`src/pbk_pkg.sv`:
```
// Shared types, codes and the button-to-key mapping for the pad key event block.
package pbk_pkg;

	// Input item kinds
	typedef enum logic [1:0] {
		KIND_BUTTON      = 2'd0,
		KIND_NAV         = 2'd1,
		KIND_RELEASE_ALL = 2'd2,
		KIND_UNUSED      = 2'd3
	} kind_t;

	// Key codes and button numbers
	localparam logic [4:0] KEY_ENTER        = 5'd16;
	localparam logic [4:0] KEY_NAV_BASE     = 5'd17;
	localparam logic [4:0] MAX_BUTTON_INDEX = 5'd16;
	localparam logic [4:0] LAST_PAD_KEY     = 5'd15;
	localparam logic [4:0] DPAD_FIRST       = 5'd12;
	localparam logic [4:0] TRIGGER_LEFT     = 5'd6;
	localparam logic [4:0] TRIGGER_RIGHT    = 5'd7;

	// Release-all result limit
	localparam int unsigned COUNT_W = 5;
	localparam logic [COUNT_W-1:0] MAX_RESULTS = 5'd21;

	// Configuration register map
	localparam int unsigned CFG_INDEX_W = 1;
	localparam int unsigned CFG_DATA_W  = 16;
	localparam logic [CFG_INDEX_W-1:0] REG_REPEAT_DELAY  = 1'd0;
	localparam logic [CFG_INDEX_W-1:0] REG_REPEAT_PERIOD = 1'd1;
	localparam logic [CFG_DATA_W-1:0]  DELAY_RESET       = 16'd400;
	localparam logic [CFG_DATA_W-1:0]  PERIOD_RESET      = 16'd120;

	// Controller states
	typedef enum logic {
		ST_IDLE,
		ST_SWEEP
	} state_t;

	// Controller to datapath commands
	typedef struct packed {
		logic accept;
		logic sweep_start;
		logic sweep_step;
	} pbk_cmd_t;

	// Datapath to controller status
	typedef struct packed {
		logic out_free;
		logic sweep_last;
	} pbk_status_t;

	typedef struct packed {
		logic ok;
		logic enter;
	} key_map_t;

	// Mapping of a pressed button; menu mode hides the D-pad and turns triggers into enter
	function automatic key_map_t map_button(logic [4:0] idx, logic game);
		key_map_t m;
		m.ok    = 1'b0;
		m.enter = 1'b0;
		if (idx <= LAST_PAD_KEY) begin
			if (game) begin
				m.ok = 1'b1;
			end else if (idx < DPAD_FIRST) begin
				m.ok    = 1'b1;
				m.enter = (idx == TRIGGER_LEFT) || (idx == TRIGGER_RIGHT);
			end
		end
		return m;
	endfunction

endpackage

```
`src/pbk_ctrl.sv`:
```
// Controller state machine: item acceptance and the release-all sweep.
module pbk_ctrl (
	input  logic                clk,
	input  logic                arst_n,
	input  logic                in_valid,
	input  logic [1:0]          kind,
	input  pbk_pkg::pbk_status_t status,
	output logic                in_ready,
	output pbk_pkg::pbk_cmd_t   cmd
);

	pbk_pkg::state_t state_q;
	pbk_pkg::state_t state_d;
	logic            accept;

	assign accept = in_valid && in_ready;

	// State register
	always_ff @(posedge clk or negedge arst_n) begin
		if (!arst_n) begin
			state_q <= pbk_pkg::ST_IDLE;
		end else begin
			state_q <= state_d;
		end
	end

	// Next state
	always_comb begin
		state_d = state_q;
		unique case (state_q)
			pbk_pkg::ST_IDLE: begin
				if (accept && (kind == pbk_pkg::KIND_RELEASE_ALL)) begin
					state_d = pbk_pkg::ST_SWEEP;
				end
			end
			pbk_pkg::ST_SWEEP: begin
				if (status.out_free && status.sweep_last) begin
					state_d = pbk_pkg::ST_IDLE;
				end
			end
			default: state_d = pbk_pkg::ST_IDLE;
		endcase
	end

	// Outputs
	always_comb begin
		in_ready        = 1'b0;
		cmd.accept      = 1'b0;
		cmd.sweep_start = 1'b0;
		cmd.sweep_step  = 1'b0;
		unique case (state_q)
			pbk_pkg::ST_IDLE: begin
				in_ready        = status.out_free;
				cmd.accept      = in_valid && status.out_free;
				cmd.sweep_start = in_valid && status.out_free &&
					(kind == pbk_pkg::KIND_RELEASE_ALL);
			end
			pbk_pkg::ST_SWEEP: begin
				cmd.sweep_step = status.out_free;
			end
			default: begin
				in_ready = 1'b0;
			end
		endcase
	end

endmodule

```
`src/pbk_datapath.sv`:
```
// Datapath: held flags, repeat deadlines, config registers, sweep walker, result register.
module pbk_datapath #(
	parameter int unsigned NUM_BUTTONS    = 17,
	parameter int unsigned NUM_DIRECTIONS = 4,
	parameter int unsigned TIME_BITS      = 32
) (
	input  logic                               clk,
	input  logic                               arst_n,
	input  pbk_pkg::pbk_cmd_t                  cmd,
	output pbk_pkg::pbk_status_t               status,
	input  logic                               cfg_we,
	input  logic [pbk_pkg::CFG_INDEX_W-1:0]    cfg_index,
	input  logic [pbk_pkg::CFG_DATA_W-1:0]     cfg_data,
	input  logic [1:0]                         kind,
	input  logic [4:0]                         button_index,
	input  logic                               level_down,
	input  logic                               game_mode,
	input  logic [1:0]                         nav_slot,
	input  logic [31:0]                        now_ms,
	input  logic                               out_ready,
	output logic                               out_valid,
	output logic [4:0]                         key_code,
	output logic                               pressed,
	output logic                               last_event
);

	localparam int unsigned BW = (NUM_BUTTONS > 1) ? $clog2(NUM_BUTTONS) : 1;
	localparam int unsigned DW = (NUM_DIRECTIONS > 1) ? $clog2(NUM_DIRECTIONS) : 1;
	localparam int unsigned EW = NUM_BUTTONS + NUM_DIRECTIONS;
	localparam int unsigned TW = $clog2(EW);

	// Configuration
	logic [pbk_pkg::CFG_DATA_W-1:0] delay_q;
	logic [pbk_pkg::CFG_DATA_W-1:0] period_q;

	// Per-button and per-direction state
	logic [NUM_BUTTONS-1:0]    held_q;
	logic [NUM_BUTTONS-1:0]    enter_q;
	logic [NUM_DIRECTIONS-1:0] dir_held_q;
	logic [TIME_BITS-1:0]      deadline_q [NUM_DIRECTIONS];

	// Sweep walker
	logic [TW-1:0]                   walk_idx_q;
	logic [pbk_pkg::COUNT_W-1:0]     count_q;

	// Result register
	logic       out_valid_q;
	logic [4:0] key_q;
	logic       pressed_q;
	logic       last_q;

	// Item decode
	logic                 out_free;
	logic [BW-1:0]        bi;
	logic [DW-1:0]        di;
	logic                 btn_ok;
	logic                 slot_ok;
	logic                 is_btn_item;
	logic                 is_nav_item;
	pbk_pkg::key_map_t    map;
	logic [TIME_BITS-1:0] now_t;
	logic [TIME_BITS-1:0] since;
	logic                 reached;
	logic [4:0]           nav_key;

	// Item events
	logic       btn_press;
	logic       btn_release;
	logic       nav_press;
	logic       nav_repeat;
	logic       nav_release;
	logic       item_ev;
	logic [4:0] item_key;
	logic       item_pressed;

	// Sweep step
	logic [EW-1:0] all_held;
	logic          walk_is_btn;
	logic [TW-1:0] dir_off;
	logic [BW-1:0] walk_bi;
	logic [DW-1:0] walk_di;
	logic          walk_held;
	logic          rest_any;
	logic [4:0]    walk_key;
	logic          walk_emit;

	assign out_free = !out_valid_q || out_ready;

	// Decode of a button or navigation item
	always_comb begin
		bi          = button_index[BW-1:0];
		di          = DW'(nav_slot);
		btn_ok      = ({1'b0, button_index} < 6'(NUM_BUTTONS)) &&
			(button_index <= pbk_pkg::MAX_BUTTON_INDEX);
		slot_ok     = (4'(nav_slot) < 4'(NUM_DIRECTIONS));
		is_btn_item = cmd.accept && (kind == pbk_pkg::KIND_BUTTON) && btn_ok;
		is_nav_item = cmd.accept && (kind == pbk_pkg::KIND_NAV) && slot_ok;
		map         = pbk_pkg::map_button(button_index, game_mode);
		now_t       = TIME_BITS'(now_ms);
		since       = now_t - deadline_q[di];
		reached     = !since[TIME_BITS-1];
		nav_key     = pbk_pkg::KEY_NAV_BASE + 5'(nav_slot);
	end

	// Events caused by an item
	always_comb begin
		btn_press    = is_btn_item && level_down && !held_q[bi] && map.ok;
		btn_release  = is_btn_item && !level_down && held_q[bi];
		nav_press    = is_nav_item && level_down && !dir_held_q[di];
		nav_repeat   = is_nav_item && level_down && dir_held_q[di] && reached;
		nav_release  = is_nav_item && !level_down && dir_held_q[di];
		item_ev      = btn_press || btn_release || nav_press || nav_repeat || nav_release;
		item_pressed = btn_press || nav_press || nav_repeat;
		if (btn_press) begin
			item_key = map.enter ? pbk_pkg::KEY_ENTER : button_index;
		end else if (btn_release) begin
			item_key = enter_q[bi] ? pbk_pkg::KEY_ENTER : button_index;
		end else begin
			item_key = nav_key;
		end
	end

	// Sweep entry selection: buttons first, then directions
	always_comb begin
		all_held    = {dir_held_q, held_q};
		walk_is_btn = walk_idx_q < TW'(NUM_BUTTONS);
		dir_off     = walk_idx_q - TW'(NUM_BUTTONS);
		walk_bi     = walk_idx_q[BW-1:0];
		walk_di     = dir_off[DW-1:0];
		walk_held   = all_held[walk_idx_q];
		rest_any    = 1'b0;
		for (int i = 0; i < EW; i++) begin
			if ((TW'(i) > walk_idx_q) && all_held[i]) begin
				rest_any = 1'b1;
			end
		end
		if (walk_is_btn) begin
			walk_key = enter_q[walk_bi] ? pbk_pkg::KEY_ENTER : 5'(walk_idx_q);
		end else begin
			walk_key = pbk_pkg::KEY_NAV_BASE + 5'(dir_off);
		end
		walk_emit = cmd.sweep_step && walk_held && (count_q < pbk_pkg::MAX_RESULTS);
	end

	// Configuration registers
	always_ff @(posedge clk or negedge arst_n) begin
		if (!arst_n) begin
			delay_q  <= pbk_pkg::DELAY_RESET;
			period_q <= pbk_pkg::PERIOD_RESET;
		end else if (cfg_we) begin
			unique case (cfg_index)
				pbk_pkg::REG_REPEAT_DELAY:  delay_q  <= cfg_data;
				pbk_pkg::REG_REPEAT_PERIOD: period_q <= cfg_data;
				default: ;
			endcase
		end
	end

	// Held flags
	always_ff @(posedge clk or negedge arst_n) begin
		if (!arst_n) begin
			held_q     <= '0;
			dir_held_q <= '0;
		end else begin
			if (btn_press) begin
				held_q[bi] <= 1'b1;
			end
			if (btn_release) begin
				held_q[bi] <= 1'b0;
			end
			if (nav_press) begin
				dir_held_q[di] <= 1'b1;
			end
			if (nav_release) begin
				dir_held_q[di] <= 1'b0;
			end
			if (cmd.sweep_step) begin
				if (walk_is_btn) begin
					held_q[walk_bi] <= 1'b0;
				end else begin
					dir_held_q[walk_di] <= 1'b0;
				end
			end
		end
	end

	// Remembered enter mapping and repeat deadlines
	always_ff @(posedge clk) begin
		if (btn_press) begin
			enter_q[bi] <= map.enter;
		end
		if (nav_press) begin
			deadline_q[di] <= now_t + TIME_BITS'(delay_q);
		end else if (nav_repeat) begin
			deadline_q[di] <= now_t + TIME_BITS'(period_q);
		end
		if (cmd.sweep_start) begin
			for (int i = 0; i < NUM_DIRECTIONS; i++) begin
				deadline_q[i] <= '0;
			end
		end
	end

	// Sweep walker and result count
	always_ff @(posedge clk or negedge arst_n) begin
		if (!arst_n) begin
			walk_idx_q <= '0;
			count_q    <= '0;
		end else if (cmd.sweep_start) begin
			walk_idx_q <= '0;
			count_q    <= '0;
		end else if (cmd.sweep_step) begin
			walk_idx_q <= walk_idx_q + 1'b1;
			if (walk_emit) begin
				count_q <= count_q + 1'b1;
			end
		end
	end

	// Result register valid
	always_ff @(posedge clk or negedge arst_n) begin
		if (!arst_n) begin
			out_valid_q <= 1'b0;
		end else if (item_ev || walk_emit) begin
			out_valid_q <= 1'b1;
		end else if (out_ready) begin
			out_valid_q <= 1'b0;
		end
	end

	// Result register payload
	always_ff @(posedge clk) begin
		if (item_ev) begin
			key_q     <= item_key;
			pressed_q <= item_pressed;
			last_q    <= 1'b1;
		end else if (walk_emit) begin
			key_q     <= walk_key;
			pressed_q <= 1'b0;
			last_q    <= !rest_any || (count_q == pbk_pkg::MAX_RESULTS - 1'b1);
		end
	end

	assign status.out_free   = out_free;
	assign status.sweep_last = (walk_idx_q == TW'(EW - 1));

	assign out_valid  = out_valid_q;
	assign key_code   = key_q;
	assign pressed    = pressed_q;
	assign last_event = last_q;

endmodule

```
`src/pad_button_key_events_autorepeat.sv`:
```
// Top level of the gamepad key event generator with navigation autorepeat.
//
//  channel   signals                        payload
//  in        in_valid / in_ready            kind, button_index, level_down, game_mode,
//                                           nav_slot, now_ms
//  out       out_valid / out_ready          key_code, pressed, last_event
//  cfg       cfg_we (no wait)               cfg_index, cfg_data
//
// Button and navigation items leave their result in the output register the cycle after
// they are taken, and a new item is taken in the cycle that result leaves.
// Release-all walks one entry per cycle through NUM_BUTTONS + NUM_DIRECTIONS entries
// while the output side does not stall.
// Reset clears all held flags, restores the registers and leaves the output empty.
// While the output register holds an untaken result, in_ready stays low.
module pad_button_key_events_autorepeat #(
	parameter int unsigned NUM_BUTTONS    = 17,
	parameter int unsigned NUM_DIRECTIONS = 4,
	parameter int unsigned TIME_BITS      = 32
) (
	input  logic                            clk,
	input  logic                            arst_n,
	input  logic                            cfg_we,
	input  logic [pbk_pkg::CFG_INDEX_W-1:0] cfg_index,
	input  logic [pbk_pkg::CFG_DATA_W-1:0]  cfg_data,
	input  logic                            in_valid,
	output logic                            in_ready,
	input  logic [1:0]                      kind,
	input  logic [4:0]                      button_index,
	input  logic                            level_down,
	input  logic                            game_mode,
	input  logic [1:0]                      nav_slot,
	input  logic [31:0]                     now_ms,
	output logic                            out_valid,
	input  logic                            out_ready,
	output logic [4:0]                      key_code,
	output logic                            pressed,
	output logic                            last_event
);

	pbk_pkg::pbk_cmd_t    cmd;
	pbk_pkg::pbk_status_t status;

	pbk_ctrl u_ctrl (
		.clk      (clk),
		.arst_n   (arst_n),
		.in_valid (in_valid),
		.kind     (kind),
		.status   (status),
		.in_ready (in_ready),
		.cmd      (cmd)
	);

	pbk_datapath #(
		.NUM_BUTTONS    (NUM_BUTTONS),
		.NUM_DIRECTIONS (NUM_DIRECTIONS),
		.TIME_BITS      (TIME_BITS)
	) u_datapath (
		.clk          (clk),
		.arst_n       (arst_n),
		.cmd          (cmd),
		.status       (status),
		.cfg_we       (cfg_we),
		.cfg_index    (cfg_index),
		.cfg_data     (cfg_data),
		.kind         (kind),
		.button_index (button_index),
		.level_down   (level_down),
		.game_mode    (game_mode),
		.nav_slot     (nav_slot),
		.now_ms       (now_ms),
		.out_ready    (out_ready),
		.out_valid    (out_valid),
		.key_code     (key_code),
		.pressed      (pressed),
		.last_event   (last_event)
	);

endmodule

```
`config.mk`:
```
export PLATFORM = sky130hd
export DESIGN_NAME = pad_button_key_events_autorepeat
export DESIGN_NICKNAME = d
export VERILOG_FILES = /design/src/pbk_pkg.sv /design/src/pbk_ctrl.sv /design/src/pbk_datapath.sv /design/src/pad_button_key_events_autorepeat.sv
export SDC_FILE = /design/constraint.sdc
export NUM_CORES = 1
export LEC_CHECK = 0
export ABC_AREA = 1
export BUFFER_PORTS_ARGS = -buffer_cell sky130_fd_sc_hd__buf_4
export CAP_MARGIN = 25
export CORE_MARGIN = 2
export CORE_UTILIZATION = 45
export DETAILED_ROUTE_END_ITERATION = 16
export PLACE_DENSITY = 0.69
export SLEW_MARGIN = 30
export SYNTH_ARGS = -nofsm -noshare
export SYNTH_HDL_FRONTEND = slang
export SYNTH_SLANG_ARGS = --single-unit
```
`constraint.sdc`:
```
create_clock -name clk -period 4.4 [get_ports clk]
set_clock_uncertainty 0.1 [all_clocks]
set_input_delay 0.22 -clock clk [delete_from_list [all_inputs] [get_ports clk]]
set_output_delay 0.22 -clock clk [all_outputs]
set_load 0.02 [all_outputs]
```
# Word level (Yosys, flattened, before mapping)
# Memories as Yosys holds them, arrays and structs flattened.
# Index checks and enable logic that the tools add are counted.
# word_totals
reg_bits	89
mem_bits_rw	128
inputBits	65
output_inout_bits	9
wordCells	233
mem_count	1
# op_classes
addsub	8
magnitude_cmp	35
eq_ne	6
mux	86
bitwise_logic	13
reduce_logical	72
# memory_table
memory	words	width	rd	rd_ports_with_merged_regs	write_ports	line	source
u_datapath.deadline_q	4	32	1	0	4	pbk_datapath.sv:40	logic [TIME_BITS-1:0] deadline_q [NUM_DIRECTIONS];
# op_table
cell	n
2-to-1 mux 17 bit	4
2-to-1 mux 5 bit	13
adder 32 x 16 -> 32 bit	2
2-to-1 mux 32 bit	2
2-to-1 mux 1 bit	48
logical AND 1 bit	47
greater-than comparator 4 x 5 -> 1 bit, first input constant	8
AND 17 bit	2
inverter 17 bit	2
OR reduction 32 bit	1
subtractor 32 bit	1
greater-than comparator 5 bit, first input constant	5
binary-select mux 1 bit (select 5 bit)	4
greater-than comparator 3 x 5 -> 1 bit, first input constant	4
bitwise mux 17 bit	1
OR 17 bit	1
2-to-1 mux 4 bit	4
less-than comparator 5 bit, second input constant	3
less-than comparator 5 x 6 -> 1 bit, second input constant	2
adder 5 x 1 -> 5 bit, second input constant	2
demux 1 bit (select 5 bit)	2
equality test 5 x 3 -> 1 bit, second input constant	2
equality test 5 bit, second input constant	2
>= comparator 5 x 1 -> 1 bit, second input constant	2
other kinds (26)	56

# Logic depth before layout (Yosys ltp)
# logic_depth
depth_word	25
depth_mapped	38
ltp_nobuf	34

# Hierarchy
# From an unflattened synthesis, not the netlist that was laid out.
# hier_totals
cells_unflattened	1922
hier_area_um2	13334.0
# by_module_without_submodules
mod	n_inst	cells_per_inst	area_per_inst_um2	seq_area_each_um2
pbk_datapath	1	1908	13257.7	4883.4
pbk_ctrl	1	14	76.3	25.0

# Worst setup path before layout
# Ideal clock, no wire load.
# synth_timing
path_kind	input port to flip-flop
start	input port nav_slot[0]
end	memory u_datapath.deadline_q[3][20], data pin
arrival_time_ns	4.427
path_slack_ns	-0.382
cell_stages	30
path_buffers	4
cell_sequence	buf_4 > clkbuf_1 > buf_1 > nand2_1 > a32o_1 > ha_1 > nand2_1 > inv_1 > o21ai_0 > nand2_1 > a41oi_1 > nand2_1 > nand2_1 > nand3_1 > nand3_4 > clkbuf_1 > o21ai_0 > ha_1 > fa_1 > a21oi_1 > nor2_1 > nand2_1 > nand2_1 > nand2_1 > nand2_1 > nand2_1 > inv_1 > or2_2 > nand3_1 > inv_1
# synth_rtl
element	line	source
start: declaration	pad_button_key_events_autorepeat.sv:31	input logic [1:0] nav_slot,
end: declaration	pbk_datapath.sv:40	

==> summary.txt <==
STA
  – Fmax: 231 MHz
  – Max-slew headroom: 38.9%
  – Final setup vio count: 0
  – RSZ-0062 raised after global routing: true
  – Max Slew Vio Count: 0
  – Tcrit/Tclk final: 98.3%
  – Final Hold Viols: 0
  – Setup ws final: 0.0753 ns
  – Fin crit period: 4.32 ns
  – Worst slew pin tran: 0.914 ns

Synthesis
  – Post-synth EDFFs: 55
  – Asr flop ratio synth: 30.0%
  – Gate Count Post-Synth: 1,730
  – YS warnings: 0
  – Post-synthesis sequential area ratio: 41.1%
  – Post-synthesis cell type count: 61
  – Ys flop type: dfxtp_1
  – Cell area after synthesis: 12,700 µm²
  – Yosys reg bits: 217
  – Syn_area_per_cell: 7.35 µm²
  – Syn_nets: 1,859

Power and ir drop
  – LEAKAGE: 7.11 nW
  – Max rail drop VDD: 0.000331 V
  – Cell Pwr Density: 467 nW/µm²
  – Tot Pwr: 7.48 mW

Route
  – Vias post-DR: 12,609
  – DR WL/cell: 17.0 µm
  – 1st-iter DRT viols: 1,098
  – Drt drc: 0
  – Vias per cell: 5.53
  – 1st-pass router iterations: 5
  – ANT nets after route: 0
  – Detailed Route WL: 38,800 µm

Final layout
  – Fraction of layout cells with a size suffix above 1: 20.6%
  – Nets: 2,012
  – # diodes: 0
  – Footprint of the multi-input gates: 7090 µm²
  – Post-Layout Inst Area: 16,000 µm²
  – Area Growth Syn to Fin: 25.9%
  – FF/Latch Area: 5240 µm²
  – Fillers: 2,568

Placed design
  – Port bufs: 73
  – RePlAce Congestion: 0.934
  – Placed cell areas: 14,100 µm²
  – Place WS: -0.458 ns
  – HPWL after detailed placement: 26,300 µm

Critical path
  – Crit path capture type: flip-flop
  – Crit path launch type: flip-flop
  – Crit-path max cell delay: 0.35 ns
  – CP bufs+invs: 5
  – Worst Path Arrival: 4.51 ns
  – Crit-path leading delay family: compound AO/OA/AOI/OAI gates
  – CP required: 4.58 ns
  – Kind of critical path: flip-flop to flip-flop
  – CP max FO: 6
  – Critical path's slowest cell: o211ai_1

Clock tree
  – H-tree depth: 1
  – Clk Latency, worst-skew pair: 0.54 ns
  – Worst-path clk slew: 0.06 ns
  – CTS tree: done
  – Clock Path Buffers: 3
  – Root buf cell: clkbuf_16
  – Num Clock Sinks: 217
  – Clock buffer count from CTS: 25

GRT
  – Initial antenna violation count: 0
  – First-pass GRT wire length: 60,400 µm
  – Global Route Usage Sum: 25.7%
  – Overflow left after global routing: 0
  – Pin count of the biggest net entering global routing: 66
  – Vias in the first global route: 11,769

Min path
  – Hold WC Path Type: primary input to flip-flop

Floorplan
  – Horiz. Die Dim: 172 µm
  – Row count: 61
  – Die area: 29,600 µm²
  – Core area: 27,800 µm²
  – Die H: 172 µm
  – Io pins: 74
  – Initial core utilization: 45.8%

Job
  – Max_cap viols: 0

Outcome
  – Outcome: finished, final reports clean
[cell type report]
cell class	instances	area share [%]
clock inverter	8	0.430
inverter	187	4.38
tap	378	2.95
timing repair buffer	203	10.8
multi-input combinational	1249	44.3
clock buffer	38	4.46
sequential	217	32.7
[path summary, 6_finish.rpt]
check	from	endpoint	slack, ns	depth (start not counted)
worst max-delay path	u_datapath.deadline_q[0][29]$_SDFFE_PP0P_	u_datapath.deadline_q[3][25]$_DFFE_PP_	0.08	26
worst min-delay path	now_ms[17]	u_datapath.deadline_q[3][17]$_DFFE_PP_	0.01	3
worst max register to register	u_datapath.deadline_q[0][29]$_SDFFE_PP0P_	u_datapath.deadline_q[3][25]$_DFFE_PP_	0.08	26
worst min register to register	u_datapath.deadline_q[1][0]$_SDFFE_PP0P_	u_datapath.deadline_q[1][0]$_SDFFE_PP0P_	0.36	2
max in group asynchronous	arst_n	u_datapath.count_q[1]$_DFFE_PN0P_	3.57	2
min in group asynchronous	arst_n	u_datapath.delay_q[12]$_DFFE_PN0P_	0.14	2
[per-layer routing]
| layer | wire (µm) | global-route usage (%) | up-vias |
|---|---|---|---|
| met1 | 16700 | 34.0 | 5909 |
| met5 | 0 | 0 | - |
| li1 | - | - | 6128 |
| met3 | 2530 | 3.85 | 104 |
| met2 | 18300 | 42.7 | 468 |
| met4 | 1350 | 9.68 | 0 |
[worst reg2reg max path: stages (launching register included)]
cell and delay [ns]:
dfxtp_2 0.34, nand2_1 0.07, a32o_2 0.30, ha_4 0.28, nand2_4 0.05, buf_4 0.12
o211ai_1 0.35, a31oi_4 0.08, buf_6 0.14, nand3_4 0.10, nand3_4 0.19, buf_6 0.18
nand2_4 0.07, o21ai_4 0.06, ha_4 0.26, a21oi_2 0.14, nand2_2 0.10, a21oi_4 0.21
o21ai_4 0.11, nand2_1 0.10, nand2_2 0.11, a21oi_2 0.15, buf_4 0.14, o21ai_1 0.06
nand2_1 0.06, nor2_1 0.04, buf_4 0.15
[power by group]
group | internal, mW | switching (mW)
registers | 2.49 | 0.245
logic | 1.01 | 1.70
clock network | 1.18 | 0.848
total | 4.68 | 2.80
[registers in the layout (all words and copies together) (netlist names)]
signal,cells
u_datapath.deadline_q,128
u_datapath.enter_q,17
u_datapath.held_q,17
u_datapath.delay_q,16
u_datapath.period_q,16
u_datapath.count_q,5
u_datapath.key_code,5
u_datapath.walk_bi,5
u_datapath.dir_held_q,4
u_ctrl.state_q,1
u_datapath.last_event,1
u_datapath.out_valid,1
u_datapath.pressed,1
[logic make-up (layout without fill, tap and decap cells)]
logic type | Yosys count | after routing | synth area share (%)
xor+xnor | 7 | 7 | 0.482
other cells | 1 | 1 | 0.0295
buf+inv | 266 | 436 | 8.75
flops | 217 | 217 | 41.1
simple gates | 798 | 800 | 26.2
compound gates | 377 | 377 | 17.1
fa+ha+maj | 64 | 64 | 6.35
[Yosys cell counts, drive strengths merged (2+ instances only)]
master / count / area (µm²)
o22ai: 13 / 81.3
inv: 186 / 698
a221oi: 2 / 17.5
a31oi: 8 / 50.1
clkbuf: 35 / 131
dfstp: 7 / 184
a21oi: 92 / 460
nor3: 26 / 135
dfrtp: 58 / 1450
nand4: 15 / 93.8
or2: 3 / 18.8
nor4: 7 / 50.1
a32o: 26 / 260
xnor2: 2 / 17.5
o2111ai: 5 / 43.8
dfxtp: 97 / 1940
nand3b: 2 / 15.0
o211ai: 6 / 45.0
buf: 44 / 280
o21ai: 202 / 1010
a22oi: 3 / 22.5
xor2: 5 / 43.8
nor2: 190 / 723
a41oi: 2 / 17.5
nand3: 136 / 698
a311oi: 2 / 17.5
o311ai: 3 / 26.3
nand2: 417 / 1580
ha: 63 / 788
edfxtp: 55 / 1650
[stage by stage]
step	TNS (ns)	utilization (%)	hold WS, ns	std cells
after detailed placement	-29.89	50.6	0.291	2184
after global routing	-2.32	57.6	0.0458	2280
after global placement	-26.38	50.6	0.280	2184
after floorplan	0	-	-0.176	1730
final	0	57.6	0.0144	2280
after CTS	0	54.6	0.00568	2255
[repair_timing]
| action | in CTS | in global routing |
|---|---|---|
| endpoints found under the hold margin | 95 | 0 |
| hold buffers | 21 | 0 |
| resized for setup | 21 | 177 |
| gates cloned | 2 | 1 |
| pin swaps | 1 | 83 |
| setup buffers | 2 | 24 |
| endpoints found under the setup margin | 79 | 89 |
[layout by cell type, fill, tap and decap left out, drive strengths merged, types with 5 or more instances in the layout]
cell	Yosys	layout
a21oi	92	92
a31oi	8	8
a32o	26	26
buf	44	181
clkbuf	35	39
clkinv	1	7
dfrtp	58	58
dfstp	7	7
dfxtp	97	97
dlygate4sd3	0	21
edfxtp	55	55
ha	63	63
inv	186	187
nand2	417	417
nand3	136	138
nand4	15	15
nor2	190	190
nor3	26	26
nor4	7	7
o2111ai	5	5
o211ai	6	6
o21ai	202	202
o22ai	13	13
xor2	5	5
Power figures use the tool's default switching activity.
